## src/sv/fird_pkg.sv

```systemverilog
`timescale 1ns / 1ps
// ----------------------------------------------------------------------------
// fird_pkg
// Shared types and constants for the flash image record decoder.
// ----------------------------------------------------------------------------
package fird_pkg;

    localparam int ADDR_W  = 16;
    localparam int BYTE_W  = 8;
    localparam int CIDX_W  = 2;
    localparam int CDATA_W = 16;

    localparam logic [CIDX_W-1:0] CFG_PATCH_ADDR   = 2'd0;
    localparam logic [CIDX_W-1:0] CFG_PATCH_FIRST  = 2'd1;
    localparam logic [CIDX_W-1:0] CFG_PATCH_SECOND = 2'd2;

    localparam logic [ADDR_W-1:0] PATCH_ADDR_RST   = 16'hFFFE;
    localparam logic [BYTE_W-1:0] PATCH_FIRST_RST  = 8'hFA;
    localparam logic [BYTE_W-1:0] PATCH_SECOND_RST = 8'h7B;

    typedef struct packed {
        logic [ADDR_W-1:0] patch_address;
        logic [BYTE_W-1:0] patch_first_byte;
        logic [BYTE_W-1:0] patch_second_byte;
    } cfg_t;

    typedef struct packed {
        logic              valid;
        logic [ADDR_W-1:0] write_address;
        logic [BYTE_W-1:0] write_data;
        logic              was_patched;
    } result_t;

endpackage

```

## src/sv/fird_cfg.sv

```systemverilog
`timescale 1ns / 1ps
// ----------------------------------------------------------------------------
// fird_cfg
// Patch configuration registers, written through a plain write port.
// ----------------------------------------------------------------------------
module fird_cfg
(
    input  logic                           clk,
    input  logic                           rst_n,
    input  logic                           cfg_we,
    input  logic [fird_pkg::CIDX_W-1:0]    cfg_index,
    input  logic [fird_pkg::CDATA_W-1:0]   cfg_data,
    output fird_pkg::cfg_t                 cfg
);
    import fird_pkg::*;

    cfg_t cfg_reg;

    always_ff @(posedge clk or negedge rst_n)
    begin
        if (!rst_n)
        begin
            cfg_reg.patch_address     <= PATCH_ADDR_RST;
            cfg_reg.patch_first_byte  <= PATCH_FIRST_RST;
            cfg_reg.patch_second_byte <= PATCH_SECOND_RST;
        end
        else if (cfg_we)
        begin
            unique case (cfg_index)
                CFG_PATCH_ADDR:   cfg_reg.patch_address     <= cfg_data[ADDR_W-1:0];
                CFG_PATCH_FIRST:  cfg_reg.patch_first_byte  <= cfg_data[BYTE_W-1:0];
                CFG_PATCH_SECOND: cfg_reg.patch_second_byte <= cfg_data[BYTE_W-1:0];
                default:          cfg_reg <= cfg_reg;
            endcase
        end
    end

    assign cfg = cfg_reg;

endmodule

```

## src/sv/fird_parser.sv

```systemverilog
`timescale 1ns / 1ps
// ----------------------------------------------------------------------------
// fird_parser
// Record phase machine; builds one program request per data byte.
// ----------------------------------------------------------------------------
module fird_parser
(
    input  logic                         clk,
    input  logic                         rst_n,
    input  logic                         accept,
    input  logic [fird_pkg::BYTE_W-1:0]  stream_byte,
    input  logic                         image_start,
    input  fird_pkg::cfg_t               cfg,
    output fird_pkg::result_t            result
);
    import fird_pkg::*;

    localparam logic [2:0] PH_COUNT = 3'd0;
    localparam logic [2:0] PH_LEN   = 3'd1;
    localparam logic [2:0] PH_ADRH  = 3'd2;
    localparam logic [2:0] PH_ADRL  = 3'd3;
    localparam logic [2:0] PH_DATA  = 3'd4;

    logic [2:0]        phase_reg,   phase_next;
    logic [BYTE_W-1:0] left_reg,    left_next;
    logic [ADDR_W-1:0] addr_reg,    addr_next;
    logic [BYTE_W-1:0] count_reg,   count_next;
    logic              patch_reg,   patch_next;
    logic [ADDR_W-1:0] addr_full;
    logic [BYTE_W-1:0] left_dec;

    always_comb
    begin
        phase_next    = phase_reg;
        left_next     = left_reg;
        addr_next     = addr_reg;
        count_next    = count_reg;
        patch_next    = patch_reg;
        addr_full     = addr_reg | {{(ADDR_W-BYTE_W){1'b0}}, stream_byte};
        left_dec      = (left_reg != '0) ? left_reg - 1'b1 : left_reg;
        result        = '0;
        result.write_address = addr_reg;
        result.write_data    = stream_byte;
        if (image_start || phase_reg == PH_COUNT)
        begin
            phase_next = PH_LEN;
            left_next  = '0;
            count_next = '0;
            patch_next = 1'b0;
        end
        else
        begin
            unique case (phase_reg)
                PH_ADRH:
                begin
                    addr_next  = {stream_byte, {(ADDR_W-BYTE_W){1'b0}}};
                    phase_next = PH_ADRL;
                end
                PH_ADRL:
                begin
                    addr_next  = addr_full;
                    patch_next = (addr_full == cfg.patch_address);
                    count_next = '0;
                    phase_next = (left_reg != '0) ? PH_DATA : PH_LEN;
                end
                PH_DATA:
                begin
                    result.valid = 1'b1;
                    if (patch_reg && count_reg == 8'd0)
                    begin
                        result.write_data  = cfg.patch_first_byte;
                        result.was_patched = 1'b1;
                    end
                    else if (patch_reg && count_reg == 8'd1)
                    begin
                        result.write_data  = cfg.patch_second_byte;
                        result.was_patched = 1'b1;
                    end
                    addr_next  = addr_reg + 1'b1;
                    count_next = (count_reg != 8'hFF) ? count_reg + 1'b1 : count_reg;
                    left_next  = left_dec;
                    if (left_dec == '0)
                        phase_next = PH_LEN;
                end
                default:
                begin
                    left_next  = (stream_byte > 8'd3) ? stream_byte - 8'd3 : '0;
                    phase_next = PH_ADRH;
                end
            endcase
        end
        result.valid = result.valid & accept;
    end

    always_ff @(posedge clk or negedge rst_n)
    begin
        if (!rst_n)
        begin
            phase_reg <= PH_COUNT;
            left_reg  <= '0;
            addr_reg  <= '0;
            count_reg <= '0;
            patch_reg <= 1'b0;
        end
        else if (accept)
        begin
            phase_reg <= phase_next;
            left_reg  <= left_next;
            addr_reg  <= addr_next;
            count_reg <= count_next;
            patch_reg <= patch_next;
        end
    end

endmodule

```

## src/sv/fird_out_reg.sv

```systemverilog
`timescale 1ns / 1ps
// ----------------------------------------------------------------------------
// fird_out_reg
// Result register on the master side; holds a word until it is taken.
// ----------------------------------------------------------------------------
module fird_out_reg
(
    input  logic                                          clk,
    input  logic                                          rst_n,
    input  fird_pkg::result_t                             result,
    output logic                                          load_ok,
    output logic                                          m_tvalid,
    input  logic                                          m_tready,
    output logic [fird_pkg::ADDR_W+fird_pkg::BYTE_W-1:0]  m_tdata,
    output logic                                          m_tuser
);
    import fird_pkg::*;

    logic                     valid_reg;
    logic [ADDR_W+BYTE_W-1:0] data_reg;
    logic                     user_reg;

    assign load_ok = !valid_reg || m_tready;

    always_ff @(posedge clk or negedge rst_n)
    begin
        if (!rst_n)
            valid_reg <= 1'b0;
        else if (load_ok)
            valid_reg <= result.valid;
    end

    always_ff @(posedge clk)
    begin
        if (load_ok && result.valid)
        begin
            data_reg <= {result.write_data, result.write_address};
            user_reg <= result.was_patched;
        end
    end

    assign m_tvalid = valid_reg;
    assign m_tdata  = data_reg;
    assign m_tuser  = user_reg;

endmodule

```

## src/sv/flash_image_record_decoder_top.sv

```systemverilog
`timescale 1ns / 1ps
// ----------------------------------------------------------------------------
// flash_image_record_decoder_top
// Firmware image byte parser emitting one flash program request per data byte.
// The request for an accepted data byte shows on m_tvalid in the cycle after it.
// Throughput: one byte per cycle; the result register stalls input only while
// it holds a word that the sink has not taken.
// Reset: rst_n clears the parser to await a vector count byte and loads the
// patch registers with their defaults; no clearing pass.
// ----------------------------------------------------------------------------
module flash_image_record_decoder_top
(
    input  logic                                          clk,
    input  logic                                          rst_n,
    input  logic                                          s_tvalid,
    output logic                                          s_tready,
    input  logic [fird_pkg::BYTE_W-1:0]                   s_tdata,  // [7:0] stream_byte
    input  logic                                          s_tuser,  // [0] image_start
    output logic                                          m_tvalid,
    input  logic                                          m_tready,
    // [15:0] write_address, [23:16] write_data
    output logic [fird_pkg::ADDR_W+fird_pkg::BYTE_W-1:0]  m_tdata,
    output logic                                          m_tuser,  // [0] was_patched
    input  logic                                          cfg_we,
    input  logic [fird_pkg::CIDX_W-1:0]                   cfg_index,
    input  logic [fird_pkg::CDATA_W-1:0]                  cfg_data
);
    import fird_pkg::*;

    cfg_t    cfg;
    result_t result;
    logic    load_ok;
    logic    s_accept;

    assign s_tready = load_ok;
    assign s_accept = s_tvalid && load_ok;

    fird_cfg u_cfg
    (
        .clk       (clk),
        .rst_n     (rst_n),
        .cfg_we    (cfg_we),
        .cfg_index (cfg_index),
        .cfg_data  (cfg_data),
        .cfg       (cfg)
    );

    fird_parser u_parser
    (
        .clk         (clk),
        .rst_n       (rst_n),
        .accept      (s_accept),
        .stream_byte (s_tdata),
        .image_start (s_tuser),
        .cfg         (cfg),
        .result      (result)
    );

    fird_out_reg u_out
    (
        .clk      (clk),
        .rst_n    (rst_n),
        .result   (result),
        .load_ok  (load_ok),
        .m_tvalid (m_tvalid),
        .m_tready (m_tready),
        .m_tdata  (m_tdata),
        .m_tuser  (m_tuser)
    );

`ifndef SYNTHESIS
    a_start_no_result: assert property (@(posedge clk) disable iff (!rst_n)
        (s_accept && s_tuser) |-> !result.valid)
        else $error("request produced on an image start byte");

    a_result_needs_accept: assert property (@(posedge clk) disable iff (!rst_n)
        result.valid |-> s_accept)
        else $error("request produced without an accepted byte");

    a_patch_value: assert property (@(posedge clk) disable iff (!rst_n)
        (result.valid && result.was_patched) |->
            (result.write_data == cfg.patch_first_byte ||
             result.write_data == cfg.patch_second_byte))
        else $error("patched byte differs from patch registers");

    a_loaded_word_shown: assert property (@(posedge clk) disable iff (!rst_n)
        (result.valid && load_ok) |=>
            (m_tvalid && m_tdata == $past({result.write_data, result.write_address})))
        else $error("request not presented after load");
`endif

endmodule
```

## config.mk

```make
export PLATFORM = sky130hd
export DESIGN_NAME = flash_image_record_decoder_top
export DESIGN_NICKNAME = d
export VERILOG_FILES = /design/src/sv/fird_pkg.sv /design/src/sv/fird_cfg.sv /design/src/sv/fird_parser.sv /design/src/sv/fird_out_reg.sv /design/src/sv/flash_image_record_decoder_top.sv
export SDC_FILE = /design/constraint.sdc
export NUM_CORES = 1
export LEC_CHECK = 0
export BUFFER_PORTS_ARGS = -buffer_cell sky130_fd_sc_hd__buf_2
export CAP_MARGIN = 10
export CORE_MARGIN = 4
export CORE_UTILIZATION = 47
export CTS_CLUSTER_SIZE = 25
export DETAILED_ROUTE_END_ITERATION = 12
export PLACE_DENSITY = 0.67
export SETUP_SLACK_MARGIN = 0.15
export SYNTH_ARGS = -nofsm -noshare
export SYNTH_HDL_FRONTEND = slang
export SYNTH_SLANG_ARGS = --single-unit
```

## constraint.sdc

```tcl
create_clock -name clk -period 3.1 [get_ports clk]
set_input_delay 0.62 -clock clk [delete_from_list [all_inputs] [get_ports clk]]
set_output_delay 0.62 -clock clk [all_outputs]
set_load 0.1 [all_outputs]
```

==> results of run 1 <==
[metrics by stage]
step	power, mW	util (%)	std cells
3_5_place_dp	2.97	52.3	654
4_1_cts	3.72	53.9	670
2_1_floorplan	2.65	-	476
5_1_grt	3.94	53.9	670
3_3_place_gp	2.92	52.3	654
6_report	3.70	53.9	670
[area by class of cell]
class,instances,share of cell area (%)
clock inverters,6,0.828
inverters,14,0.940
multi-input cells,346,42.0
flip-flops and latches,94,44.9
repair buffers,64,6.00
well taps,136,3.04
clock buffers,10,2.28
[worst min-delay path by stage]
stage,from,to,slack [ns],depth (start not counted)
6_report,rst_n,u_parser.left_reg[3],0.26,2
3_5_place_dp,u_cfg.cfg[8],u_cfg.cfg[8],0.50,1
3_3_place_gp,u_cfg.cfg[2],u_cfg.cfg[2],0.49,1
2_1_floorplan,rst_n,u_cfg.cfg[10],0.32,0
4_1_cts,rst_n,u_parser.left_reg[3],0.26,2
5_1_grt,rst_n,u_parser.left_reg[3],0.28,2
[cells by family (layout without fill, tap and decap cells)]
kind of cell    count (synthesis)  in the layout
compound gates                125            125
xor+xnor                       23             23
fa+ha+maj                       7              7
buf+inv                        36             94
flops                          94             94
mux                            36             36
simple gates                  155            155
[worst register-to-register path, cell delays in order (launching register included)]
cell     delay [ns]
dfrtp_1        0.48
inv_1          0.12
ha_1           0.17
nor2b_1        0.27
nand3_2        0.21
o21ai_1        0.21
a41oi_2        0.05
nor4_2         0.36
mux2_1         0.36
[power groups by stage]
stage | combinational (mW) | sequential, mW | clock, mW
after floorplan | 0.831 | 1.82 | 0
after global placement | 1.02 | 1.91 | 0
after detailed placement | 1.04 | 1.93 | 0
after CTS | 1.04 | 1.90 | 0.769
after global routing | 1.16 | 1.95 | 0.828
final | 1.04 | 1.91 | 0.745
[cell usage after synthesis, drive strengths merged, types with 3 or more instances]
cell type	instances
clkbuf	16
nand3	16
o21ai	39
ha	7
xor2	3
o32ai	3
dfrtp	42
nor3	12
nor2b	10
o31ai	4
o22a	8
buf	6
a31oi	3
nor3b	4
or2	5
a22o	7
o22ai	8
nand2b	3
nand2	29
nor2	50
inv	13
nor4	6
xnor2	20
edfxtp	25
a21oi	35
nand4	8
mux2	34
a22oi	5
dfstp	27
[metal layers]
metal	global-route usage [%]	share of wire (%)
met3	2.89	5.8
met5	0	0
met2	30.9	47
met1	27.6	45
met4	5.27	1.9
==> impl_metrics.csv, run 1 <==
group,metric,value,unit
logic_synthesis,synth_top_family_by_area,"simple AND/OR/NAND/NOR gates",
power_and_ir_drop,p_int,2.33,mW
final_layout,nFillCells,963,
detailed_routing,wl_per_cell,17.8,um
floorplan,start_util,48.3,%
clock_network,cts_sinks,94,
critical_path,cp_slowest_cell,"dfrtp_1",
placed_design,routabilityCongestion,0.872,
logic_synthesis,synthArstFlopShare,73.4,%
final_layout,antennaDiodeCount,0,
power_and_ir_drop,clkPwrFrac,20.2,%
placed_design,placed_area,5420,um^2
job,max_cap_violations,0,
power_and_ir_drop,peakVddDrop,0.330,mV
logic_synthesis,muxShareOfSynthArea,8.04,%
critical_path,path_cells,"inv_1 > ha_1 > nor2b_1 > nand3_2 > o21ai_1 > a41oi_2 > nor4_2 > mux2_1",
global_routing,grt_max_degree,44,
critical_path,cpPeakStageDelay,0.48,ns
min_path,hold_path.class,"in2async",
global_routing,overflow,0,
floorplan,io_pins,59,
critical_path,path_max_fanout,9,
logic_synthesis,synthDominantCellAreaShare,21.0,%
final_layout,final_cell_mix,"buf_2, nor2_1, dfrtp_1",
global_routing,track_usage,19.3,%
critical_path,r2r_cells,8,
final_layout,final_common_cell,"buf_2",
logic_synthesis,synth_edf_count,25,
critical_path,crit_path_start,"u_parser.left_reg[0]",
logic_synthesis,syn_area_per_cell,10.5,um^2
power_and_ir_drop,switching_power,1.37,mW
logic_synthesis,ys_warn_count,0,
final_layout,finalNetCount,568,
sta,tns,0,ns
detailed_routing,drtAntennaViolNets,0,
global_routing,grt_pass1_vias,3670,
sta,fin_crit_sh,75.8,%
outcome,status,"finished, final reports clean",
power_and_ir_drop,power_frac_seq,51.6,%
logic_synthesis,synth_compound_area_share,16.3,%
sta,hold_ws,0.255,ns
detailed_routing,drtIter0Drc,204,
detailed_routing,route.detailed.drc,0,
logic_synthesis,postSynthCellCount,476,
logic_synthesis,synth_xor_area_share,4.02,%
sta,final_hold_viol_count,0,
final_layout,multiInputGateArea,2350,um^2
sta,rsz0062_at_grt,"false",
critical_path,crit_end,"u_parser.phase_reg[2]",
final_layout,largest_reg_flops,32,
critical_path,path_depth,8,
critical_path,worst_setup_path_end_kind,"flop",
sta,fmax,425,MHz
placed_design,dpl.hpwl,8.72,mm
power_and_ir_drop,power_switching_share,37.1,%
sta,setup_viol,0,
critical_path,critPathKind,"reg2reg",
sta,fin_ws,0.750,ns
detailed_routing,finalWirelength,11.9,mm
clock_network,cts.path.max_buffers,2,
clock_network,worstSkewPairLatency,0.36,ns
critical_path,crit-reg2reg-launch,"u_parser.left_reg[0]",
sta,slew_viol_final,0,
floorplan,die_h,111,um
placed_design,pre_cts_ws,0.778,ns
sta,min_period,2.35,ns
final_layout,area_growth_syn_to_layout,11.7,%
sta,maxSlewHeadroom,49.0,%
logic_synthesis,yosysTopAreaCell,"dfrtp_1",
clock_network,cts_hold_buf,0,
global_routing,grt_antenna_before_repair,0,
logic_synthesis,ys_ff_latch,94,
power_and_ir_drop,combPwrFrac,28.2,%
clock_network,numCtsBuffers,9,
critical_path,critical_path_buf_inv_count,1,
critical_path,reg2reg_slack,0.75,ns
final_layout,finalInstanceArea,5590,um^2
detailed_routing,routed_via_density,5.80,
placed_design,io_buffers,58,
logic_synthesis,ys_types,67,
floorplan,core,10400,um^2
final_layout,seq_area,2510,um^2
logic_synthesis,synth_flop_cell,"dfrtp_1",
floorplan,die_w,111,um
floorplan,dieArea,12400,um^2
final_layout,drive_gt1_share,30.3,%
logic_synthesis,synthAdderAreaFrac,1.75,%
critical_path,required,3.35,ns
detailed_routing,vias,3889,
power_and_ir_drop,p_leak,2.18,nW
power_and_ir_drop,p_per_area,661,nW/um^2
global_routing,grt_pass1_wl,19.4,mm
clock_network,clk_pin_slew,0.10,ns
clock_network,cts-root-buf,"clkbuf_8",
critical_path,rr_endpoint,"u_parser.phase_reg[2]",
logic_synthesis,synth-simple-area-share,16.7,%
critical_path,cp_top_family,"simple AND/OR/NAND/NOR gates",
logic_synthesis,synth_area_leaders,"dfrtp_1, edfxtp_1, dfstp_2",
clock_network,cts_setup_buffers,0,
logic_synthesis,synth_area,5010,um^2
clock_network,cts_tree,"done",
clock_network,cts-htree-levels,3,
logic_synthesis,synthesis.nets,515,
floorplan,rows,37,
sta,worst_slew_pin_slew,0.766,ns
sta,worst_clock_skew,0.0107,ns
critical_path,arrival,2.60,ns
detailed_routing,dr.pass1.iters,5,
critical_path,start_kind,"flop",
logic_synthesis,yosysSeqAreaShare,50.1,%
clock_network,cts_resized,0,
No activity file was read; power rests on OpenSTA's default activity.
==> run 2, diff against run 1 <==
- ABC_AREA: default -> 1
- PLACE_DENSITY: 0.67 -> 0.69
- clock period: 3.1 -> 2.1 ns (I/O delays scaled with it)
==> impl_metrics.csv, run 2 <==
group,metric,value,unit
sta,fin_crit_sh,85.8,%
clock_network,cts-htree-levels,3,
detailed_routing,finalWirelength,11.4,mm
critical_path,r2r_cells,9,
logic_synthesis,synth_area,4920,um^2
detailed_routing,drtIter0Drc,284,
logic_synthesis,synthDominantCellAreaShare,21.4,%
job,max_cap_violations,0,
sta,min_period,1.80,ns
floorplan,rows,37,
logic_synthesis,yosysTopAreaCell,"dfrtp_1",
detailed_routing,drtAntennaViolNets,0,
final_layout,antennaDiodeCount,0,
floorplan,start_util,47.8,%
sta,rsz0062_at_grt,"false",
detailed_routing,vias,4068,
logic_synthesis,synth_area_leaders,"dfrtp_1, edfxtp_1, dfstp_2",
final_layout,fin_util,56.1,%
logic_synthesis,synth_edf_count,25,
logic_synthesis,synth_most_common_cell,"nand2_1",
logic_synthesis,syn_area_per_cell,8.81,um^2
critical_path,worst_setup_path_end_kind,"flop",
placed_design,placed_area,5400,um^2
final_layout,largest_reg_flops,32,
global_routing,grt_max_degree,70,
critical_path,start_kind,"flop",
clock_network,clk_pin_slew,0.10,ns
outcome,status,"finished, final reports clean",
floorplan,die_w,110,um
final_layout,final_common_cell,"nand2_1",
logic_synthesis,synthesis.nets,597,
floorplan,core,10300,um^2
critical_path,critPathKind,"reg2reg",
global_routing,grt_antenna_before_repair,0,
sta,worst_slew_pin_slew,0.521,ns
floorplan,io_pins,59,
placed_design,routabilityCongestion,0.923,
global_routing,overflow,0,
global_routing,grt_pass1_vias,3804,
final_layout,finalInstanceArea,5770,um^2
sta,fmax,555,MHz
sta,final_hold_viol_count,0,
sta,worst_clock_skew,0.0113,ns
logic_synthesis,ys_ff_latch,94,
detailed_routing,routed_via_density,5.26,
floorplan,dieArea,12200,um^2
logic_synthesis,yosysSeqAreaShare,51.1,%
floorplan,die_h,110,um
detailed_routing,route.detailed.drc,0,
power_and_ir_drop,power,5.42,mW
critical_path,path_max_fanout,8,
critical_path,reg2reg_slack,0.30,ns
placed_design,dpl.hpwl,8.27,mm
final_layout,finalNetCount,671,
final_layout,drive_gt1_share,25.7,%
power_and_ir_drop,p_leak,2.55,nW
detailed_routing,wl_per_cell,14.7,um
final_layout,final_cell_mix,"nand2_1, buf_2, inv_1",
logic_synthesis,ys_types,41,
critical_path,crit-reg2reg-launch,"u_parser.count_reg[1]",
sta,slew_viol_final,0,
sta,setup_viol,0,
clock_network,cts.path.max_buffers,2,
clock_network,numCtsBuffers,9,
sta,tns,0,ns
power_and_ir_drop,p_per_area,939,nW/um^2
min_path,hold_path.class,"in2async",
clock_network,worstSkewPairLatency,0.38,ns
logic_synthesis,synth_flop_cell,"dfrtp_1",
logic_synthesis,synth_common_cells,"nand2_1, inv_1, o21ai_0, nand3_1, dfrtp_1",
clock_network,cts_sinks,94,
critical_path,rr_endpoint,"u_out.m_tdata[21]",
critical_path,required,2.23,ns
placed_design,io_buffers,58,
logic_synthesis,ys_warn_count,0,
global_routing,grt_pass1_wl,18.4,mm
global_routing,track_usage,19.7,%
clock_network,cts-root-buf,"clkbuf_8",
detailed_routing,dr.pass1.iters,6,
final_layout,area_growth_syn_to_layout,17.3,%
logic_synthesis,synthArstFlopShare,73.4,%
logic_synthesis,postSynthCellCount,558,
clock_network,cts_tree,"done",
power_and_ir_drop,peakVddDrop,0.444,mV
sta,maxSlewHeadroom,65.2,%
critical_path,arrival,1.93,ns
-- run 2: stage by stage --
stage | std cells | hold WS [ns] | setup WS, ns
2_1_floorplan | 558 | 0.124 | 0.194
3_3_place_gp | 746 | 0.468 | 0.248
3_5_place_dp | 746 | 0.470 | 0.203
4_1_cts | 762 | 0.0546 | 0.214
5_1_grt | 773 | 0.0604 | 0.155
6_report | 773 | 0.0317 | 0.298
-- run 2: cells by family after synthesis --
kind of cell | share of synthesized area (%)
flip-flops | 51.1
multiplexers | 1.83
XOR/XNOR | 3.74
AO/OA/AOI/OAI | 14.6
buffers and inverters | 6.52
AND/OR/NAND/NOR | 20.4
adder cells (fa/ha/maj) | 1.78
-- run 2: cell type report --
type	instances	area (um^2)
sequential	94	2510
clock buffer	9	124
tap	136	170
inverter	67	251
multi-input combinational	384	2110
clock inverter	7	145
timing repair buffer	76	450
fill	932	4510
-- run 2: power breakdown --
| part | total, mW | internal, mW | switching [mW] |
|---|---|---|---|
| sequential | 2.59 | 2.25 | 0.344 |
| combinational | 1.24 | 0.503 | 0.737 |
| clock | 1.58 | 0.919 | 0.665 |
-- run 2: worst max path at each step --
stage	startpoint	endpoint	depth (start not counted)
after floorplan	u_out.m_tvalid	u_out.m_tdata[0]	3
after global placement	m_tready	u_parser.count_reg[3]	9
after detailed placement	m_tready	u_parser.count_reg[3]	9
after CTS	u_parser.count_reg[1]	u_out.m_tdata[21]	9
after global routing	u_parser.left_reg[0]	u_parser.phase_reg[0]	13
final	u_parser.count_reg[1]	u_out.m_tdata[21]	9
-- run 2: per-layer routing --
metal | global-route usage, % | share of wire, % | vias up
met5 | 0 | 0 | -
met4 | 7.65 | 2.4 | 0
met3 | 3.49 | 5.5 | 27
met2 | 31.2 | 47 | 136
met1 | 27.0 | 45 | 1868
li1 | - | - | 2037
-- run 2: critical path: stages (launching register included) --
cell	delay [ns]
dfrtp_1	0.39
inv_1	0.12
ha_1	0.17
nand2_1	0.09
nor3_2	0.22
inv_2	0.11
o22ai_1	0.20
nand2_1	0.08
o21ai_0	0.09
inv_1	0.08
-- run 2: repair_timing --
action / in CTS / in global routing
resized for setup: 0 / 9
setup endpoints to repair: 0 / 40
setup buffers: 0 / 11
hold buffers: 0 / 0
